**config.mk**
```make
export PLATFORM = sky130hd
export DESIGN_NAME = dual_motor_gait_phase_sequencer_top
export DESIGN_NICKNAME = d
export VERILOG_FILES = /design/src/dmgps_pkg.sv /design/src/dmgps_front.sv /design/src/dmgps_queue.sv /design/src/dmgps_back.sv /design/src/dual_motor_gait_phase_sequencer_top.sv
export SDC_FILE = /design/constraint.sdc
export NUM_CORES = 1
export LEC_CHECK = 0
export ABC_AREA = 1
export BUFFER_PORTS_ARGS = -buffer_cell sky130_fd_sc_hd__buf_2
export CAP_MARGIN = 20
export CORE_UTILIZATION = 40
export DETAILED_ROUTE_END_ITERATION = 10
export PLACE_DENSITY_LB_ADDON = 0.08
export SETUP_SLACK_MARGIN = 0.2
export SLEW_MARGIN = 20
export SYNTH_ARGS = -nofsm -noshare
export SYNTH_HDL_FRONTEND = slang
export SYNTH_SLANG_ARGS = --single-unit
```
**constraint.sdc**
```tcl
create_clock -name clk -period 6.1 [get_ports clk]
set_input_delay 0.305 -clock clk [delete_from_list [all_inputs] [get_ports clk]]
set_output_delay 0.305 -clock clk [all_outputs]
set_load 0.05 [all_outputs]
```
**src/dmgps_pkg.sv**
```systemverilog
`timescale 1ns / 1ps

package dmgps_pkg;

  localparam int unsigned WORK_TIMEOUT_MS  = 1200;
  localparam int unsigned PRESS_DONE_SPEED = 128;

  localparam int unsigned QUEUE_DEPTH = 4;
  localparam int unsigned QPTR_W      = $clog2(QUEUE_DEPTH);
  localparam int unsigned QCNT_W      = $clog2(QUEUE_DEPTH + 1);

  localparam int unsigned PROD_W = 26;

  typedef enum logic [1:0] {
    KIND_SAMPLE = 2'd0,
    KIND_PEAKS  = 2'd1,
    KIND_DEACT  = 2'd2,
    KIND_SPARE  = 2'd3
  } kind_t;

  typedef enum logic [2:0] {
    REG_AUTO_ENABLE   = 3'd0,
    REG_ACT_THRESHOLD = 3'd1,
    REG_TRIGGER_SPEED = 3'd2,
    REG_WAIT_MS       = 3'd3,
    REG_IDLE_MS       = 3'd4,
    REG_LIFT_TIMEOUT  = 3'd5,
    REG_PRESS_TIMEOUT = 3'd6,
    REG_VEL_SCALE     = 3'd7
  } reg_index_t;

  localparam logic [1:0] MOTOR_NONE = 2'd0;
  localparam logic [1:0] MOTOR_1    = 2'd1;
  localparam logic [1:0] MOTOR_2    = 2'd2;

  localparam logic [1:0] CH_NONE = 2'd0;
  localparam logic [1:0] CH_6    = 2'd1;
  localparam logic [1:0] CH_7    = 2'd2;

  localparam logic [1:0] PROF_IDLE  = 2'd0;
  localparam logic [1:0] PROF_LIFT  = 2'd1;
  localparam logic [1:0] PROF_PRESS = 2'd2;

  // One queued command group: an optional pair of idle commands to both
  // motors, then an optional scaled command to one motor.
  typedef struct packed {
    logic                     idle_pair;
    logic                     clr;
    logic                     has_cmd;
    logic [1:0]               cmd_motor;
    logic [1:0]               cmd_profile;
    logic signed [PROD_W-1:0] product;
  } desc_t;

endpackage

```
**src/dmgps_front.sv**
```systemverilog
`timescale 1ns / 1ps

module dmgps_front (
  input  logic                   clk,
  input  logic                   rst,
  input  logic                   wr_en,
  input  logic [2:0]             wr_index,
  input  logic [15:0]            wr_data,
  input  logic                   accept,
  input  logic [1:0]             kind,
  input  logic [31:0]            now_ms,
  input  logic [1:0]             motor_id,
  input  logic signed [15:0]     velocity,
  input  logic [15:0]            peak_ch6,
  input  logic [15:0]            peak_ch7,
  output logic                   q_push,
  output dmgps_pkg::desc_t       q_desc
);

  typedef enum logic [2:0] {
    ST_IDLE  = 3'd0,
    ST_WAIT  = 3'd1,
    ST_LIFT  = 3'd2,
    ST_PRESS = 3'd3,
    ST_WORK1 = 3'd4,
    ST_WORK2 = 3'd5
  } phase_t;

  logic        auto_enable;
  logic [15:0] activation_threshold;
  logic [14:0] trigger_speed;
  logic [15:0] wait_ms;
  logic [15:0] idle_ms;
  logic [15:0] lift_timeout_ms;
  logic [15:0] press_timeout_ms;
  logic [8:0]  velocity_scale;

  phase_t             phase, phase_next;
  logic               engaged, engaged_next;
  logic [1:0]         armed_channel, armed_channel_next;
  logic [1:0]         lifting_motor, lifting_motor_next;
  logic [1:0]         next_worker, next_worker_next;
  logic signed [15:0] captured_velocity, captured_velocity_next;
  logic [31:0]        phase_start, phase_start_next;
  logic [31:0]        wait_start, wait_start_next;
  logic [31:0]        work_start, work_start_next;

  logic signed [16:0] v_ext, t_pos, t_neg, pd_pos, pd_neg;
  logic               above, below, near_zero, id_match, a6, a7, go;
  logic [31:0]        phase_dur, wait_dur, work_dur;
  dmgps_pkg::desc_t   desc;

  assign v_ext     = {velocity[15], velocity};
  assign t_pos     = $signed({2'b00, trigger_speed});
  assign t_neg     = -t_pos;
  assign pd_pos    = 17'(dmgps_pkg::PRESS_DONE_SPEED);
  assign pd_neg    = -pd_pos;
  assign above     = v_ext > t_pos;
  assign below     = v_ext < t_neg;
  assign near_zero = (v_ext > pd_neg) && (v_ext < pd_pos);
  assign id_match  = ((lifting_motor == dmgps_pkg::MOTOR_1) && (motor_id == dmgps_pkg::MOTOR_1))
                  || ((lifting_motor == dmgps_pkg::MOTOR_2) && (motor_id == dmgps_pkg::MOTOR_2));
  assign a6        = peak_ch6 > activation_threshold;
  assign a7        = peak_ch7 > activation_threshold;
  assign phase_dur = now_ms - phase_start;
  assign wait_dur  = now_ms - wait_start;
  assign work_dur  = now_ms - work_start;

  always_comb begin
    phase_next             = phase;
    engaged_next           = engaged;
    armed_channel_next     = armed_channel;
    lifting_motor_next     = lifting_motor;
    next_worker_next       = next_worker;
    captured_velocity_next = captured_velocity;
    phase_start_next       = phase_start;
    wait_start_next        = wait_start;
    work_start_next        = work_start;
    go                     = 1'b0;
    desc                   = '0;
    desc.product = dmgps_pkg::PROD_W'(velocity)
                 * dmgps_pkg::PROD_W'($signed({1'b0, velocity_scale}));

    if (accept) begin
      case (kind)
        dmgps_pkg::KIND_PEAKS: begin
          if (auto_enable && !engaged && (a6 || a7)) begin
            if (a6 && a7) begin
              armed_channel_next = (peak_ch6 > peak_ch7) ? dmgps_pkg::CH_6 : dmgps_pkg::CH_7;
            end else begin
              armed_channel_next = a6 ? dmgps_pkg::CH_6 : dmgps_pkg::CH_7;
            end
            engaged_next    = 1'b1;
            phase_next      = ST_WAIT;
            wait_start_next = now_ms;
          end
        end
        dmgps_pkg::KIND_DEACT: begin
          if (engaged) begin
            engaged_next       = 1'b0;
            phase_next         = ST_IDLE;
            armed_channel_next = dmgps_pkg::CH_NONE;
            wait_start_next    = '0;
            work_start_next    = '0;
          end
        end
        dmgps_pkg::KIND_SAMPLE: begin
          if (engaged) begin
            case (phase)
              ST_WAIT: begin
                desc.idle_pair = 1'b1;
                if (wait_dur >= {16'b0, wait_ms}) begin
                  if ((armed_channel == dmgps_pkg::CH_6) && (motor_id == dmgps_pkg::MOTOR_2)
                      && below) begin
                    next_worker_next   = dmgps_pkg::MOTOR_1;
                    lifting_motor_next = dmgps_pkg::MOTOR_2;
                    go                 = 1'b1;
                  end else if ((armed_channel == dmgps_pkg::CH_7)
                               && (motor_id == dmgps_pkg::MOTOR_1) && above) begin
                    next_worker_next   = dmgps_pkg::MOTOR_2;
                    lifting_motor_next = dmgps_pkg::MOTOR_1;
                    go                 = 1'b1;
                  end
                end
              end
              ST_WORK1, ST_WORK2: begin
                desc.idle_pair = 1'b1;
                if (work_dur >= 32'(dmgps_pkg::WORK_TIMEOUT_MS)) begin
                  desc.clr           = 1'b1;
                  engaged_next       = 1'b0;
                  phase_next         = ST_IDLE;
                  armed_channel_next = dmgps_pkg::CH_NONE;
                  wait_start_next    = '0;
                  work_start_next    = '0;
                end else if ((phase == ST_WORK1) && (motor_id == dmgps_pkg::MOTOR_1)
                             && above) begin
                  lifting_motor_next = dmgps_pkg::MOTOR_1;
                  go                 = 1'b1;
                end else if ((phase == ST_WORK2) && (motor_id == dmgps_pkg::MOTOR_2)
                             && below) begin
                  lifting_motor_next = dmgps_pkg::MOTOR_2;
                  go                 = 1'b1;
                end
              end
              ST_LIFT: begin
                if (phase_dur >= {16'b0, lift_timeout_ms}) begin
                  go = 1'b1;
                end else if (id_match && (lifting_motor == dmgps_pkg::MOTOR_1)) begin
                  go = (captured_velocity > 16'sd0) && velocity[15];
                end else if (id_match) begin
                  go = captured_velocity[15] && (velocity > 16'sd0);
                end
                desc.has_cmd   = id_match;
                desc.cmd_motor = lifting_motor;
                if (go) begin
                  next_worker_next = (lifting_motor == dmgps_pkg::MOTOR_1)
                                   ? dmgps_pkg::MOTOR_2 : dmgps_pkg::MOTOR_1;
                  phase_next       = ST_PRESS;
                  phase_start_next = now_ms;
                  desc.cmd_profile = dmgps_pkg::PROF_PRESS;
                end else begin
                  desc.cmd_profile = dmgps_pkg::PROF_LIFT;
                end
                // go here means phase change, not a new lift
                go = 1'b0;
              end
              ST_PRESS: begin
                if ((phase_dur >= {16'b0, press_timeout_ms}) || (id_match && near_zero)) begin
                  phase_next         = ST_IDLE;
                  lifting_motor_next = dmgps_pkg::MOTOR_NONE;
                  phase_start_next   = now_ms;
                  desc.idle_pair     = 1'b1;
                end else begin
                  desc.has_cmd     = id_match;
                  desc.cmd_motor   = lifting_motor;
                  desc.cmd_profile = dmgps_pkg::PROF_PRESS;
                end
              end
              ST_IDLE: begin
                desc.idle_pair = 1'b1;
                if (phase_dur >= {16'b0, idle_ms}) begin
                  phase_next       = (next_worker == dmgps_pkg::MOTOR_1) ? ST_WORK1 : ST_WORK2;
                  phase_start_next = now_ms;
                  work_start_next  = now_ms;
                end
              end
              default: begin
              end
            endcase

            // start of a lift phase: capture and command the lifting motor
            if (go) begin
              captured_velocity_next = velocity;
              phase_next             = ST_LIFT;
              phase_start_next       = now_ms;
              desc.has_cmd           = 1'b1;
              desc.cmd_motor         = lifting_motor_next;
              desc.cmd_profile       = dmgps_pkg::PROF_LIFT;
            end
          end
        end
        default: begin
        end
      endcase
    end
  end

  assign q_push = desc.idle_pair || desc.has_cmd;
  assign q_desc = desc;

  always_ff @(posedge clk) begin
    if (rst) begin
      auto_enable          <= 1'b0;
      activation_threshold <= 16'd2560;
      trigger_speed        <= 15'd512;
      wait_ms              <= 16'd300;
      idle_ms              <= 16'd100;
      lift_timeout_ms      <= 16'd500;
      press_timeout_ms     <= 16'd350;
      velocity_scale       <= 9'd205;
      phase                <= ST_IDLE;
      engaged              <= 1'b0;
      armed_channel        <= dmgps_pkg::CH_NONE;
      lifting_motor        <= dmgps_pkg::MOTOR_NONE;
      next_worker          <= dmgps_pkg::MOTOR_NONE;
      captured_velocity    <= '0;
      phase_start          <= '0;
      wait_start           <= '0;
      work_start           <= '0;
    end else begin
      phase             <= phase_next;
      engaged           <= engaged_next;
      armed_channel     <= armed_channel_next;
      lifting_motor     <= lifting_motor_next;
      next_worker       <= next_worker_next;
      captured_velocity <= captured_velocity_next;
      phase_start       <= phase_start_next;
      wait_start        <= wait_start_next;
      work_start        <= work_start_next;
      if (wr_en) begin
        case (dmgps_pkg::reg_index_t'(wr_index))
          dmgps_pkg::REG_AUTO_ENABLE: begin
            auto_enable <= wr_data[0];
            // dropping auto disengages without touching the phase
            if (!wr_data[0]) begin
              engaged <= 1'b0;
            end
          end
          dmgps_pkg::REG_ACT_THRESHOLD: activation_threshold <= wr_data;
          dmgps_pkg::REG_TRIGGER_SPEED: trigger_speed        <= wr_data[14:0];
          dmgps_pkg::REG_WAIT_MS:       wait_ms              <= wr_data;
          dmgps_pkg::REG_IDLE_MS:       idle_ms              <= wr_data;
          dmgps_pkg::REG_LIFT_TIMEOUT:  lift_timeout_ms      <= wr_data;
          dmgps_pkg::REG_PRESS_TIMEOUT: press_timeout_ms     <= wr_data;
          dmgps_pkg::REG_VEL_SCALE:     velocity_scale       <= wr_data[8:0];
          default: begin
          end
        endcase
      end
    end
  end

endmodule

```
**src/dmgps_queue.sv**
```systemverilog
`timescale 1ns / 1ps

module dmgps_queue (
  input  logic             clk,
  input  logic             rst,
  input  logic             push,
  input  dmgps_pkg::desc_t push_desc,
  input  logic             pop,
  output dmgps_pkg::desc_t head_desc,
  output logic             not_empty,
  output logic             full
);

  dmgps_pkg::desc_t                  entries [dmgps_pkg::QUEUE_DEPTH];
  logic [dmgps_pkg::QPTR_W-1:0]      wptr, rptr;
  logic [dmgps_pkg::QCNT_W-1:0]      count;
  logic                              do_push, do_pop;

  assign not_empty = count != '0;
  assign full      = count == dmgps_pkg::QCNT_W'(dmgps_pkg::QUEUE_DEPTH);
  assign do_push   = push && !full;
  assign do_pop    = pop && not_empty;
  assign head_desc = entries[rptr];

  always_ff @(posedge clk) begin
    if (do_push) begin
      entries[wptr] <= push_desc;
    end
  end

  always_ff @(posedge clk) begin
    if (rst) begin
      wptr  <= '0;
      rptr  <= '0;
      count <= '0;
    end else begin
      if (do_push) begin
        wptr <= wptr + dmgps_pkg::QPTR_W'(1);
      end
      if (do_pop) begin
        rptr <= rptr + dmgps_pkg::QPTR_W'(1);
      end
      case ({do_push, do_pop})
        2'b10:   count <= count + dmgps_pkg::QCNT_W'(1);
        2'b01:   count <= count - dmgps_pkg::QCNT_W'(1);
        default: count <= count;
      endcase
    end
  end

endmodule

```
**src/dmgps_back.sv**
```systemverilog
`timescale 1ns / 1ps

module dmgps_back (
  input  logic                clk,
  input  logic                rst,
  input  dmgps_pkg::desc_t    head_desc,
  input  logic                head_valid,
  output logic                head_pop,
  input  logic                pop,
  output logic                empty,
  output logic [1:0]          target_motor,
  output logic [1:0]          profile,
  output logic signed [15:0]  velocity_cmd,
  output logic                clear_buffers,
  output logic                last
);

  dmgps_pkg::desc_t   cur;
  logic               cur_valid;
  logic [1:0]         step;
  logic               out_valid;

  logic               load, cur_last, cur_free;
  logic [1:0]         n_results;
  logic signed [17:0] shifted;
  logic signed [15:0] sat_vel;
  logic [1:0]         r_motor, r_profile;
  logic signed [15:0] r_vel;
  logic               r_clr;

  // floor of product / 256, then clamp to 16 bits
  assign shifted = cur.product[dmgps_pkg::PROD_W-1:8];
  always_comb begin
    if (shifted > 18'sd32767) begin
      sat_vel = 16'sh7FFF;
    end else if (shifted < -18'sd32768) begin
      sat_vel = -16'sh8000;
    end else begin
      sat_vel = shifted[15:0];
    end
  end

  assign n_results = {cur.idle_pair, 1'b0} + {1'b0, cur.has_cmd};
  assign cur_last  = (step + 2'd1) == n_results;
  assign load      = cur_valid && (!out_valid || pop);
  assign cur_free  = !cur_valid || (load && cur_last);
  assign head_pop  = head_valid && cur_free;

  always_comb begin
    if (cur.idle_pair && (step != 2'd2) && !(step == 2'd1 && !cur.idle_pair)) begin
      r_motor   = step[0] ? dmgps_pkg::MOTOR_2 : dmgps_pkg::MOTOR_1;
      r_profile = dmgps_pkg::PROF_IDLE;
      r_vel     = '0;
      r_clr     = cur.clr;
    end else begin
      r_motor   = cur.cmd_motor;
      r_profile = cur.cmd_profile;
      r_vel     = sat_vel;
      r_clr     = 1'b0;
    end
  end

  assign empty = !out_valid;

  always_ff @(posedge clk) begin
    if (rst) begin
      cur_valid <= 1'b0;
      step      <= '0;
      out_valid <= 1'b0;
    end else begin
      if (head_pop) begin
        cur       <= head_desc;
        cur_valid <= 1'b1;
        step      <= '0;
      end else if (load) begin
        step <= step + 2'd1;
        if (cur_last) begin
          cur_valid <= 1'b0;
        end
      end
      if (load) begin
        out_valid     <= 1'b1;
        target_motor  <= r_motor;
        profile       <= r_profile;
        velocity_cmd  <= r_vel;
        clear_buffers <= r_clr;
        last          <= cur_last;
      end else if (pop) begin
        out_valid <= 1'b0;
      end
    end
  end

endmodule

```
**src/dual_motor_gait_phase_sequencer_top.sv**
```systemverilog
`timescale 1ns / 1ps
// channel  | handshake          | payload
// ---------+--------------------+---------------------------------------------
// input    | push / full        | kind, now_ms, motor_id, velocity, peak_ch6/7
// result   | empty / pop        | target_motor, profile, velocity_cmd,
//          |                    | clear_buffers, last
// config   | wr_en              | wr_index, wr_data
//
// An item is taken at an edge with push high and full low; state updates at
// that edge and its command group enters a four-deep queue. Results leave
// one per cycle from the output register while pop is held high.
// Synchronous reset clears state and queue and restores register defaults.
// A stalled result side fills the queue, then full rises; pop and push are
// otherwise independent.

module dual_motor_gait_phase_sequencer_top (
  input  logic               clk,
  input  logic               rst,
  input  logic               wr_en,
  input  logic [2:0]         wr_index,
  input  logic [15:0]        wr_data,
  input  logic               push,
  output logic               full,
  input  logic [1:0]         kind,
  input  logic [31:0]        now_ms,
  input  logic [1:0]         motor_id,
  input  logic signed [15:0] velocity,
  input  logic [15:0]        peak_ch6,
  input  logic [15:0]        peak_ch7,
  output logic               empty,
  input  logic               pop,
  output logic [1:0]         target_motor,
  output logic [1:0]         profile,
  output logic signed [15:0] velocity_cmd,
  output logic               clear_buffers,
  output logic               last
);

  dmgps_pkg::desc_t push_desc, head_desc;
  logic             q_push, head_valid, head_pop, q_full, accept;

  assign accept = push && !q_full;
  assign full   = q_full;

  dmgps_front u_front (
    .clk      (clk),
    .rst      (rst),
    .wr_en    (wr_en),
    .wr_index (wr_index),
    .wr_data  (wr_data),
    .accept   (accept),
    .kind     (kind),
    .now_ms   (now_ms),
    .motor_id (motor_id),
    .velocity (velocity),
    .peak_ch6 (peak_ch6),
    .peak_ch7 (peak_ch7),
    .q_push   (q_push),
    .q_desc   (push_desc)
  );

  dmgps_queue u_queue (
    .clk       (clk),
    .rst       (rst),
    .push      (q_push && accept),
    .push_desc (push_desc),
    .pop       (head_pop),
    .head_desc (head_desc),
    .not_empty (head_valid),
    .full      (q_full)
  );

  dmgps_back u_back (
    .clk           (clk),
    .rst           (rst),
    .head_desc     (head_desc),
    .head_valid    (head_valid),
    .head_pop      (head_pop),
    .pop           (pop),
    .empty         (empty),
    .target_motor  (target_motor),
    .profile       (profile),
    .velocity_cmd  (velocity_cmd),
    .clear_buffers (clear_buffers),
    .last          (last)
  );

endmodule

```
==> flow_results.xml <==
<?xml version="1.0" encoding="UTF-8"?>
<metrics>
  <group name="floorplanning">
    <metric name="fp.dieH" unit="um">284</metric>
    <metric name="floorplan.rows" unit="">102</metric>
    <metric name="io_pins" unit="">132</metric>
    <metric name="core_area" unit="sq mm">0.0780</metric>
    <metric name="dieWidth" unit="um">284</metric>
    <metric name="die_area" unit="sq mm">0.0805</metric>
    <metric name="start_util" unit="">0.407</metric>
  </group>
  <group name="timing">
    <metric name="clock_tree_skew_after_final_layout" unit="ns">0.0407</metric>
    <metric name="rsz0062_at_grt" unit="">false</metric>
    <metric name="post-route-period-util" unit="">0.905</metric>
    <metric name="slew_violations" unit="">0</metric>
    <metric name="max_slew_margin" unit="">0.306</metric>
    <metric name="worst_slew_pin_slew" unit="ns">1.04</metric>
    <metric name="setup_viol_count_final" unit="">0</metric>
    <metric name="setup_ws" unit="ns">0.578</metric>
    <metric name="hold_violations" unit="">0</metric>
    <metric name="final_period_minus_worst_setup_slack" unit="ns">5.52</metric>
    <metric name="fin_tns_setup" unit="ns">0</metric>
    <metric name="timing.fmax" unit="MHz">181</metric>
  </group>
  <group name="yosys">
    <metric name="synth_nets" unit="">5139</metric>
    <metric name="yosysSeqAreaShare" unit="">0.289</metric>
    <metric name="avgSynthCellArea" unit="sq um">6.89</metric>
    <metric name="synth_cell_types" unit="">60</metric>
    <metric name="synth_enable_flop_cells" unit="">147</metric>
    <metric name="synthesis.instances" unit="">4608</metric>
    <metric name="yosysTopAreaCell" unit="">sky130_fd_sc_hd__nand2_1</metric>
    <metric name="post_synthesis_instance_area" unit="sq mm">0.0317</metric>
    <metric name="synthDominantCellAreaShare" unit="">0.153</metric>
    <metric name="synth.ff_latch_count" unit="">385</metric>
    <metric name="largest_cells_by_area_after_synthesis" unit="">sky130_fd_sc_hd__nand2_1 15%, sky130_fd_sc_hd__dfxtp_1 15%, sky130_fd_sc_hd__edfxtp_1 14%</metric>
    <metric name="yosysWarningCount" unit="">0</metric>
    <metric name="postSynth.topFlopCell" unit="">sky130_fd_sc_hd__dfxtp_1</metric>
    <metric name="synth-async-reset-ratio" unit="">0</metric>
  </group>
  <group name="routing">
    <metric name="detailedRoute.firstPassIterationCount" unit="">5</metric>
    <metric name="detail_route.drc_violations" unit="">0</metric>
    <metric name="drt_wl_cell" unit="um">16.8</metric>
    <metric name="routed-via-count" unit="">28300</metric>
    <metric name="detailedRoute.firstIterationViolations" unit="">2046</metric>
    <metric name="ant_nets" unit="">0</metric>
    <metric name="wl" unit="um">97400</metric>
    <metric name="post_drt_via_cell_ratio" unit="">4.88</metric>
  </group>
  <group name="layout">
    <metric name="antennaDiodeCount" unit="">0</metric>
    <metric name="post_route_cells_drive_above_1_share" unit="">0.0638</metric>
    <metric name="flow.area_growth_from_synthesis" unit="%">11.1</metric>
    <metric name="num-nets-final" unit="">5239</metric>
    <metric name="design_area" unit="sq mm">0.0353</metric>
  </group>
  <group name="cts">
    <metric name="clk_lat_worst_skew" unit="ns">0.63</metric>
    <metric name="cts_tree" unit="">built</metric>
    <metric name="cts_clock_pin_slew_for_the_worst_setup_and_hold_paths" unit="ns">0.06</metric>
    <metric name="htree_num_levels" unit="">2</metric>
    <metric name="cts.sinks" unit="">385</metric>
    <metric name="cts_root_buffer" unit="">sky130_fd_sc_hd__clkbuf_16</metric>
    <metric name="cts_made_buffers" unit="">51</metric>
    <metric name="post-cts-setup-buffer-count" unit="">0</metric>
    <metric name="clock_tree.buffer_depth" unit="">3</metric>
  </group>
  <group name="placed_design">
    <metric name="place_worst_setup_slack" unit="ns">0.503</metric>
    <metric name="port-buffer-count" unit="">131</metric>
    <metric name="hpwlAfterDp" unit="um">75100</metric>
    <metric name="postPlaceCellArea" unit="sq mm">0.0335</metric>
    <metric name="placer_congestion_estimate" unit="">0.957</metric>
  </group>
  <group name="pwr">
    <metric name="p_per_area" unit="mW/mm^2">322</metric>
    <metric name="ir_drop" unit="mV">0.323</metric>
    <metric name="leakagePower" unit="nW">18.1</metric>
    <metric name="total_power" unit="mW">11.4</metric>
  </group>
  <group name="setup_path">
    <metric name="cp.required" unit="ns">6.53</metric>
    <metric name="critical_path.endpoint_type" unit="">flop</metric>
    <metric name="worst_r2r_endpoint" unit="">u_queue.entries[0][23]</metric>
    <metric name="cp_slowest_stage_delay" unit="ns">0.75</metric>
    <metric name="timing.critical_path.arrival" unit="ns">5.95</metric>
    <metric name="rrSetupSlack" unit="ns">0.58</metric>
    <metric name="crit_fanout" unit="">17</metric>
    <metric name="worstPathCellList" unit="">nand2_1 &gt; inv_1 &gt; fa_1 &gt; fa_1 &gt; inv_1 &gt; fa_1 &gt; inv_1 &gt; fa_1 &gt; fa_1 &gt; ha_1 &gt; nand2_1 &gt; nor2_1 &gt; nand3_1 &gt; o21ai_0 &gt; a21oi_1 &gt; o21ai_0 &gt; xor2_1</metric>
    <metric name="critPathMostFrequentCell" unit="">sky130_fd_sc_hd__fa_1</metric>
    <metric name="cp_slowest_cell" unit="">sky130_fd_sc_hd__dfxtp_1</metric>
    <metric name="rr_startpoint" unit="">u_front.velocity_scale[5]</metric>
    <metric name="crit_type" unit="">reg -&gt; reg</metric>
    <metric name="worst_r2r_path_depth" unit="">17</metric>
    <metric name="timing.critical_path.from_type" unit="">flop</metric>
  </group>
  <group name="hold_path">
    <metric name="hold_path_depth" unit="">3</metric>
    <metric name="hold_start" unit="">now_ms[4]</metric>
    <metric name="timing.hold.worst_endpoint" unit="">u_front.phase_start[4]</metric>
    <metric name="holdCritPathClass" unit="">in -&gt; reg</metric>
  </group>
  <group name="global_route">
    <metric name="first_global_vias" unit="">26000</metric>
    <metric name="grt_util_all_layers" unit="">0.239</metric>
    <metric name="grt_remaining_overflow" unit="">0</metric>
    <metric name="grt_most_used_layer" unit="">met1</metric>
    <metric name="grt_use_met1" unit="">0.365</metric>
    <metric name="use_met2" unit="">0.357</metric>
    <metric name="antenna_violations_before_repair" unit="">9</metric>
    <metric name="grt_util_met3" unit="">0.0309</metric>
    <metric name="grt_pass1_wl" unit="um">152000</metric>
    <metric name="grt_start_max_net_pins" unit="">91</metric>
  </group>
  <group name="run_status">
    <metric name="outcome" unit="">complete, no violations</metric>
  </group>
  <group name="run">
    <metric name="max_cap_violations" unit="">0</metric>
  </group>
</metrics>
[cell usage after synthesis (all sizes together), types with 8 or more instances]
master  instances
or2             8
buf            22
nand3         159
nor3           46
xnor2          15
dfxtp         238
inv           951
o21ai         242
a21oi         269
o22ai          25
a211oi          8
clkbuf        101
nand3b         10
nor2          428
o21bai         12
nand2        1303
edfxtp        147
nand4          76
ha            298
xor2           55
o211ai         26
fa            125
[cell usage in the layout, fill, tap and decap left out, drive strengths merged, types with 76 or more instances in the layout]
| master | instances |
|---|---|
| nand2 | 1303 |
| nand4 | 76 |
| fa | 125 |
| ha | 298 |
| o21ai | 242 |
| buf | 167 |
| nor2 | 428 |
| inv | 952 |
| edfxtp | 147 |
| dfxtp | 238 |
| a21oi | 269 |
| nand3 | 159 |
[registers in the layout, indices dropped and copies added (netlist names), 3 cells and up]
name / cells
u_front.idle_ms: 16
u_queue.count: 3
u_front.work_start: 32
u_front.press_timeout_ms: 16
u_front.trigger_speed: 15
u_front.lift_timeout_ms: 16
u_front.velocity_scale: 9
u_front.phase: 3
u_queue.entries: 100
u_front.captured_velocity: 16
u_back.velocity_cmd: 16
u_front.phase_start: 32
u_front.wait_ms: 16
u_front.activation_threshold: 16
u_back.cur: 25
u_front.wait_start: 32
[logic make-up after synthesis]
group           Yosys count  share of synthesized area
buf+inv                1077                      0.130
fa+ha+maj               423                      0.196
simple gates           2046                      0.262
flops                   385                      0.289
compound gates          607                      0.103
xor+xnor                 70                     0.0193
[where the power goes]
part           internal (mW)  switching [mW]
logic                   1.52            3.17
registers               3.47          0.0628
clock network           1.85            1.27
[final cells by class]
| class | count | area [sq um] |
|---|---|---|
| timing repair buffer | 170 | 956 |
| clock buffer | 62 | 1360 |
| clock inverter | 31 | 395 |
| fill | 8211 | 42700 |
| inverter | 954 | 3590 |
| tap | 1040 | 1300 |
| sequential | 385 | 9180 |
| multi-input combinational | 3146 | 18500 |
[stage by stage]
stage               cells   util  hold slack [ns]
floorplan            4608      -            0.428
global placement     5692  0.429            0.452
detailed placement   5692  0.429            0.455
CTS                  5788  0.452           0.0420
global route         5788  0.452           0.0537
finish               5788  0.452           0.0679
[layer usage]
| metal | routed length [um] | part of all wire |
|---|---|---|
| met5 | 22 | 0.00023 |
| met4 | 1740 | 0.018 |
| met3 | 5260 | 0.054 |
| met2 | 40500 | 0.42 |
| met1 | 50000 | 0.51 |
[worst max path at each step]
stage	start	to	depth (start not counted)
finish	u_front.velocity_scale[5]	u_queue.entries[0][23]	17
global route	u_front.trigger_speed[1]	u_queue.count[2]	34
CTS	u_front.velocity_scale[3]	u_queue.entries[2][23]	17
detailed placement	u_front.velocity_scale[3]	u_queue.entries[1][23]	17
global placement	u_front.velocity_scale[3]	u_queue.entries[0][23]	17
floorplan	velocity[15]	u_queue.entries[0][25]	17
[critical path, delay by kind of cell (launching register included)]
| kind | cells | cell delay, ns |
|---|---|---|
| buffers and inverters | 3 | 0.22 |
| DFF | 1 | 0.75 |
| xor gates and xnor gates | 1 | 0.27 |
| adders and majority gates | 6 | 2.85 |
| and+or+nand+nor | 4 | 0.41 |
| AOI/OAI and AO/OA | 3 | 0.83 |
[repair_timing]
item	in CTS	in global routing
endpoints found under the setup margin	0	5
hold endpoints to repair	3	0
hold buffers	3	0
gates resized for setup	0	3
Power figures use the tool's default switching activity.
